[config.mk]
export PLATFORM = sky130hd
export DESIGN_NAME = stbs_ctrl
export DESIGN_NICKNAME = d
export VERILOG_FILES = /design/src/hw/rtl/stbs_pkg.sv /design/src/hw/rtl/stbs_ctrl.sv
export SDC_FILE = /design/constraint.sdc
export NUM_CORES = 1
export LEC_CHECK = 0
export ABC_AREA = 1
export BUFFER_PORTS_ARGS = -buffer_cell sky130_fd_sc_hd__buf_4
export CAP_MARGIN = 20
export CORE_AREA = 2 2 39 41
export CTS_BUF_LIST = sky130_fd_sc_hd__clkbuf_8
export CTS_CLUSTER_DIAMETER = 120
export DETAILED_ROUTE_END_ITERATION = 6
export DIE_AREA = 0 0 41 43
export HOLD_SLACK_MARGIN = 0.12
export MAX_ROUTING_LAYER = met4
export PLACE_DENSITY = 0.37
export SYNTH_ARGS = -nofsm -noshare
export SYNTH_HDL_FRONTEND = slang
export SYNTH_SLANG_ARGS = --single-unit
[constraint.sdc]
create_clock -name clk_i -period 1.21 [get_ports clk_i]
set_input_delay 0.242 -clock clk_i [delete_from_list [all_inputs] [get_ports clk_i]]
set_output_delay 0.242 -clock clk_i [all_outputs]
set_load 0.01 [all_outputs]
[src/hw/rtl/stbs_pkg.sv]
// Shared types and constants for the sorted table bound search block.
// Used by every module of the block but the RAM; depends on nothing else.
`default_nettype none

package stbs_pkg;

  // Default sizes of the table memory.
  localparam int unsigned TABLE_DEPTH_DEF = 1024;
  localparam int unsigned WORD_WIDTH_DEF  = 32;

  // Fixed field widths of the stream and register words.
  localparam int unsigned IDX_W   = 10;
  localparam int unsigned VAL_W   = 32;
  localparam int unsigned POS_W   = 11;
  localparam int unsigned COUNT_W = 11;

  localparam int unsigned IN_TDATA_W  = 48;
  localparam int unsigned OUT_TDATA_W = 24;

  localparam int unsigned APB_ADDR_W = 3;
  localparam int unsigned APB_DATA_W = 32;

  // Register index of the entry count (byte address 4 * index).
  localparam logic REG_IDX_ENTRY_COUNT = 1'b0;

  typedef enum logic {
    KIND_WRITE = 1'b0,
    KIND_QUERY = 1'b1
  } stbs_kind_e;

  typedef enum logic [3:0] {
    ST_IDLE = 4'b0001,
    ST_READ = 4'b0010,
    ST_CMP  = 4'b0100,
    ST_DONE = 4'b1000
  } stbs_state_e;

  // Commands from the controller to the datapath.
  typedef struct packed {
    logic write;
    logic start;
    logic compare;
    logic publish;
  } stbs_cmd_t;

  // Status from the datapath to the controller.
  typedef struct packed {
    logic search_done;
    logic out_free;
  } stbs_status_t;

endpackage

`default_nettype wire

[src/hw/rtl/stbs_ctrl.sv]
// Sequencer for the bound search: accepts words, steps the probe loop and
// hands finished results to the output register. Uses stbs_pkg.
`default_nettype none

module stbs_ctrl (
  input  wire logic                  clk_i,
  input  wire logic                  rst_ni,
  input  wire logic                  in_valid_i,
  input  wire logic                  in_kind_i,
  output logic                       in_ready_o,
  input  wire stbs_pkg::stbs_status_t status_i,
  output stbs_pkg::stbs_cmd_t        cmd_o
);
  import stbs_pkg::*;

  stbs_state_e state_q, state_d;
  logic        accept;

  assign in_ready_o = (state_q == ST_IDLE);
  assign accept     = in_ready_o && in_valid_i;

  always_comb begin
    state_d       = state_q;
    cmd_o         = '0;
    cmd_o.write   = accept && (in_kind_i == KIND_WRITE);
    cmd_o.start   = accept && (in_kind_i == KIND_QUERY);
    case (state_q)
      ST_IDLE: begin
        if (cmd_o.start) begin
          state_d = ST_READ;
        end
      end
      ST_READ: begin
        // The probe addresses are at the memory; finish once both ranges are empty.
        if (status_i.search_done) begin
          if (status_i.out_free) begin
            cmd_o.publish = 1'b1;
            state_d       = ST_IDLE;
          end else begin
            state_d = ST_DONE;
          end
        end else begin
          state_d = ST_CMP;
        end
      end
      ST_CMP: begin
        cmd_o.compare = 1'b1;
        state_d       = ST_READ;
      end
      ST_DONE: begin
        if (status_i.out_free) begin
          cmd_o.publish = 1'b1;
          state_d       = ST_IDLE;
        end
      end
      default: begin
        state_d = ST_IDLE;
      end
    endcase
  end

  always_ff @(posedge clk_i or negedge rst_ni) begin
    if (!rst_ni) begin
      state_q <= ST_IDLE;
    end else begin
      state_q <= state_d;
    end
  end

endmodule

`default_nettype wire

==> Word level (Yosys, flattened, before mapping) <==
Index checks and enable logic that the tools add are counted.
{ "totals": {"regBits": 4} }
{ "op_classes": {"eq_ne": 6, "muxes": 9, "bitwise": 1, "n_reduce_logical": 4} }
{ "op_table": {"columns": ["cell", "count"], "rows": [
  ["4-bit 2-to-1 mux", 4],
  ["4-bit one-hot mux with 4 select lines", 1],
  ["4-bit by 1-bit equality test with 1-bit output, second input constant", 1],
  ["4-bit by 2-bit equality test with 1-bit output, second input constant", 1],
  ["4-bit by 3-bit equality test with 1-bit output, second input constant", 1],
  ["4-bit equality test, second input constant", 1],
  ["1-bit logical AND", 3],
  ["1-bit 2-to-1 mux", 3],
  ["2-bit by 1-bit != test with 1-bit output, second input constant", 1],
  ["2-bit != test, second input constant", 1],
  ["1-bit one-hot mux with 2 select lines", 1],
  ["2-bit AND reduction", 1],
  ["1-bit NOT", 1]
]} }

==> Logic depth before layout (Yosys ltp) <==
{ "depth": {"ltp_word": 5, "depth_mapped": 7, "depth_no_buf": 7} }

==> Least setup slack after synthesis <==
Ideal clock, no wire load.
{ "synth_path": {"path_kind": "reg2out", "start": "reg state_q[0]", "end": "out cmd_o[2] (netlist name)", "arrival_time_ps": 1057, "setup_slack_ps": -89, "path_stages_with_launch": 7, "n_path_buf": 0, "cell_sequence": "dfstp_2 -> inv_1 -> nor2_1 -> nand2_2 -> inv_2 -> nand2_1 -> nor2_1"} }
{ "synth_lines": {"columns": ["element", "line_no", "rtl"], "rows": [
  ["from (decl)", "stbs_ctrl.sv:16", "stbs_state_e state_q, state_d;"],
  ["from (signal assigned)", "stbs_ctrl.sv:66", "state_q <= state_d;"],
  ["to (decl)", "stbs_ctrl.sv:12", "output stbs_pkg::stbs_cmd_t cmd_o"]
]} }

==> results list <==
- In this run the power spent charging and discharging nets is between 0.0004 and 0.0005 W.
- After floorplanning, the core was sized to cover 0.001384 mm².
- Number of fill cells in the layout: approximately 150
* Initial Util: approximately a fifth
- FP Rows: 14
- Clock-pin slew on the worst setup and hold paths: around 0.03 ns
* Time the worst path needs with I/O delays and setup: ~1.5 ns
- Layout area overhead: 112.4%
* CTS root buf: sky130_fd_sc_hd__clkbuf_8
* Violations in the final reports: setup timing
- The via count of the first global-routing pass was between 300 and 400.
- Arrival time of data at the critical path endpoint: around 1.2 ns
- On the critical path, the stage with the largest delay is an instance of sky130_fd_sc_hd__dfstp_2.
- Die Area: around 0.0018 mm²
- After synthesis, the largest area contributor takes up approximately 28% of total cell area.
* Number of placed instances with taps included: 70
- FF+latch count, synth: 4
- Sequential fraction of the synthesis area: between 30% and 40%
* Post-synthesis cell count: 37
- After detailed routing, the number of remaining DRC violations is 0.
* Routed len/inst: ~10 µm
* Detailed Route Iter0 Violations: 2
- In this run, CTS created clock tree buffers numbering 3.
- Reported leakage power: around 0.28 nW
* Total of endpoints with negative setup slack in the final report: 8
- Class of the worst hold path: in2reg
- Detailed route wirelength on metal3: between 50 and 60 µm
* Sum of routed wire length over all layers: 771 µm
* Switching portion of total power: around two fifths
* Largest net degree at the start of global routing: 5
* Non-filler instance count after layout: between 70 and 80
* Worst EP required: around 0.97 ns
- The library cell used most frequently in the layout, excluding fill and tap cells, is sky130_fd_sc_hd__buf_4.
- On the final layout, the worst clock skew is 0.0006711 ns.
- The highest metal layer carrying signal wires in the routed design is met4.
- Of the total power, the clock network draws 23.4%.
- The synthesized design spends more area on one cell type than any other, namely sky130_fd_sc_hd__dfrtp_1.
- Grouping stages by cell kind, the critical path spends the most delay in flip-flops.
* Number of port buffers: 10
- Number of pins with negative max-slew slack in the final report: 0
- Routed wl met2: slightly above 400 µm
- Based on the critical path, the design can be clocked at up to about 0.68 GHz.
- Averaged over all synthesized cells, the footprint is roughly 7.4 µm².
- Run status: finished with violations
- Total buffers and inverters traversed by the critical path: 3
* Routed length on met1: 284 µm
* Syn. warnings: 0
* Overflow left after global routing: 0
- The first global-routing pass estimated about 1300 µm of wire.
* Weighted congestion reported at the end of routability-driven placement: 0.7173
* Flip-flop count of the largest register after layout: 4
- Overall fraction of global-route tracks in use: between 10% and 20%
- Internal power component: 0.0007638 W
* Kind of critical path: reg2out
- Detail-routed via count per cell: between 4 and 5
- In this run the remaining antenna-violating nets after routing total 0.
- The tool flagged a number of max-cap violations equal to 0.
* Ratio of cells with drive above 1 in the final layout: approximately 72%
* Setup slack after layout: -0.2695 ns
* Cell Chain, Critical Path: inv_2, nor2_2, nand2_2, inv_4, nand2_4, nor2_4, buf_6
- Clock tree from TritonCTS: yes
- Synthesis produced a netlist with a net count of 43.
- Number of detailed-route iterations in the first pass: 2
* Sequential power share: between 10% and 20%
* Die extent in x: 41 µm
- For this run, the slowest stage of the critical path takes between 0.5 and 0.6 ns.
- In the final design database the tool counted approximately 70 nets.
- Detailed routing inserted a total of slightly above 300 vias.
- Register bank with the most flops: state_q
- STA classifies the critical path startpoint as a flip-flop.
- Vertical die dimension: roughly 43 µm
- Post-Place Worst Slack: -0.1039 ns
- CP Max Fanout: 2
- Setup repair after global routing could not meet its margin everywhere.
- Total I/O pin count: 11
- No sink is reached through more buffers than the 2 on the longest clock path.
- The number of hold violations in the final report is 0.
* Distinct cells, synth: 15
- Peak supply drop: 0.9779 mV
- Of the available clock period, the critical path in the final layout requires 122.3%.
- Combinational cells account for around 60% of the total power.
- Counting every sink on the clock net gives 4.
- Largest cells by area after synthesis: sky130_fd_sc_hd__dfrtp_1 (28%), sky130_fd_sc_hd__nor2_1 (11%), sky130_fd_sc_hd__dfstp_2 (9.6%), sky130_fd_sc_hd__inv_1 (8.3%), sky130_fd_sc_hd__nand2_1 (6.9%)
* Power density relative to cell area: 2150 mW/mm²
* Commonest non-fill, non-tap cells in the layout: sky130_fd_sc_hd__buf_4 (12), sky130_fd_sc_hd__buf_6 (7), sky130_fd_sc_hd__inv_1 (5), sky130_fd_sc_hd__nor2_4 (5)
- Number of diodes added for antenna fixing: 0
- DPL Wire Length: 552.6 µm
* Headroom to the max-slew limit: between 80% and 90%
- # H-tree levels: 1
* Clock network latency to the later pin of the worst-skew pair: 0.22 ns
- Initial antenna violation count: 0
- Critical path endpoint category: output pin
- For the pin with the worst max-slew slack, the measured transition is just over 0.2 ns.
* Top Registers: state_q: 4 flops
- The cell area that synthesis handed to floorplanning was 272.8 µm².
==> power by group through the flow <==
stage | Clock [W] | Sequential, W | Combinational, W
5_1_grt | 0.000315 | 0.000233 | 0.000801
2_1_floorplan | 0 | 0.000215 | 0.000346
3_3_place_gp | 0 | 0.000212 | 0.000608
4_1_cts | 0.000300 | 0.000220 | 0.000750
6_report | 0.000292 | 0.000225 | 0.000729
3_5_place_dp | 0 | 0.000214 | 0.000613
==> stage by stage <==
stage          hold slack (ns)  utilization, %  total power [W]  cell area [µm²]  setup TNS, ns
2_1_floorplan         -0.05359               -        0.0005611            297.8       -0.08116
3_3_place_gp           0.03730           32.19        0.0008195            445.4        -0.3055
3_5_place_dp           0.04102           32.19        0.0008270            445.4        -0.3678
4_1_cts                 0.1851           41.32         0.001270            571.8         -2.092
5_1_grt                 0.1980           41.86         0.001349            579.3         -2.144
6_report                0.2008           41.86         0.001245            579.3         -1.619
==> final cells by class <==
| type | instances | area, µm² | area share (%) |
|---|---|---|---|
| multi-input cells | 26 | 205.2 | 35.42 |
| repair buffers | 20 | 178.9 | 30.89 |
| flip-flops and latches | 4 | 101.3 | 17.49 |
| clock buffers | 3 | 41.29 | 7.127 |
| inverters | 7 | 28.78 | 4.968 |
| well taps | 16 | 20.02 | 3.456 |
| clock inverters | 1 | 3.754 | 0.6479 |
==> routing by layer <==
metal | track usage, % | up-vias
li1 | - | 162
met4 | 8.000 | 0
met2 | 17.19 | 12
met5 | - | -
met1 | 10.97 | 135
met3 | 7.853 | 2
==> kinds of logic after synthesis <==
family                 count (synthesis)  share of synthesized area (%)
buffers and inverters                  7                          9.631
DFF                                    4                          37.16
and+or+nand+nor                       23                          42.66
AOI/OAI and AO/OA                      3                          10.55
==> path summary, 6_finish.rpt <==
| kind | startpoint | endpoint | slack [ns] | depth (start not counted) |
|---|---|---|---|---|
| min in group asynchronous | rst_ni | state_q[1] | 0.36 | 2 |
| max in group asynchronous | rst_ni | state_q[0] | 0.66 | 2 |
| hold / removal | status_i[1] | state_q[2] | 0.20 | 2 |
| setup reg to reg | state_q[0] | state_q[0] | -0.21 | 10 |
| hold reg to reg | state_q[2] | state_q[3] | 0.61 | 3 |
| setup / recovery | state_q[0] | cmd_o[2] | -0.27 | 7 |
==> timing repair <==
action / 4_1_cts / 5_1_grt
gates resized for setup: 14 / 6
hold endpoints to repair: 4 / 0
hold buffers: 1 / 0
endpoints found under the setup margin: 7 / 8
pin swaps: 7 / 7
setup buffers: 4 / 0
==> synthesized netlist by cell type <==
cell	count
sky130_fd_sc_hd__a21oi_1	1
sky130_fd_sc_hd__nor2_2	2
sky130_fd_sc_hd__dfstp_2	1
sky130_fd_sc_hd__a21boi_0	1
sky130_fd_sc_hd__nand2_2	2
sky130_fd_sc_hd__nand3_1	3
sky130_fd_sc_hd__nor2_4	1
sky130_fd_sc_hd__nand2_1	5
sky130_fd_sc_hd__a21oi_4	1
sky130_fd_sc_hd__dfrtp_1	3
sky130_fd_sc_hd__nor3_2	1
sky130_fd_sc_hd__nand4_1	1
sky130_fd_sc_hd__inv_1	6
sky130_fd_sc_hd__nor2_1	8
sky130_fd_sc_hd__inv_2	1
Power figures use the tool's default switching activity.
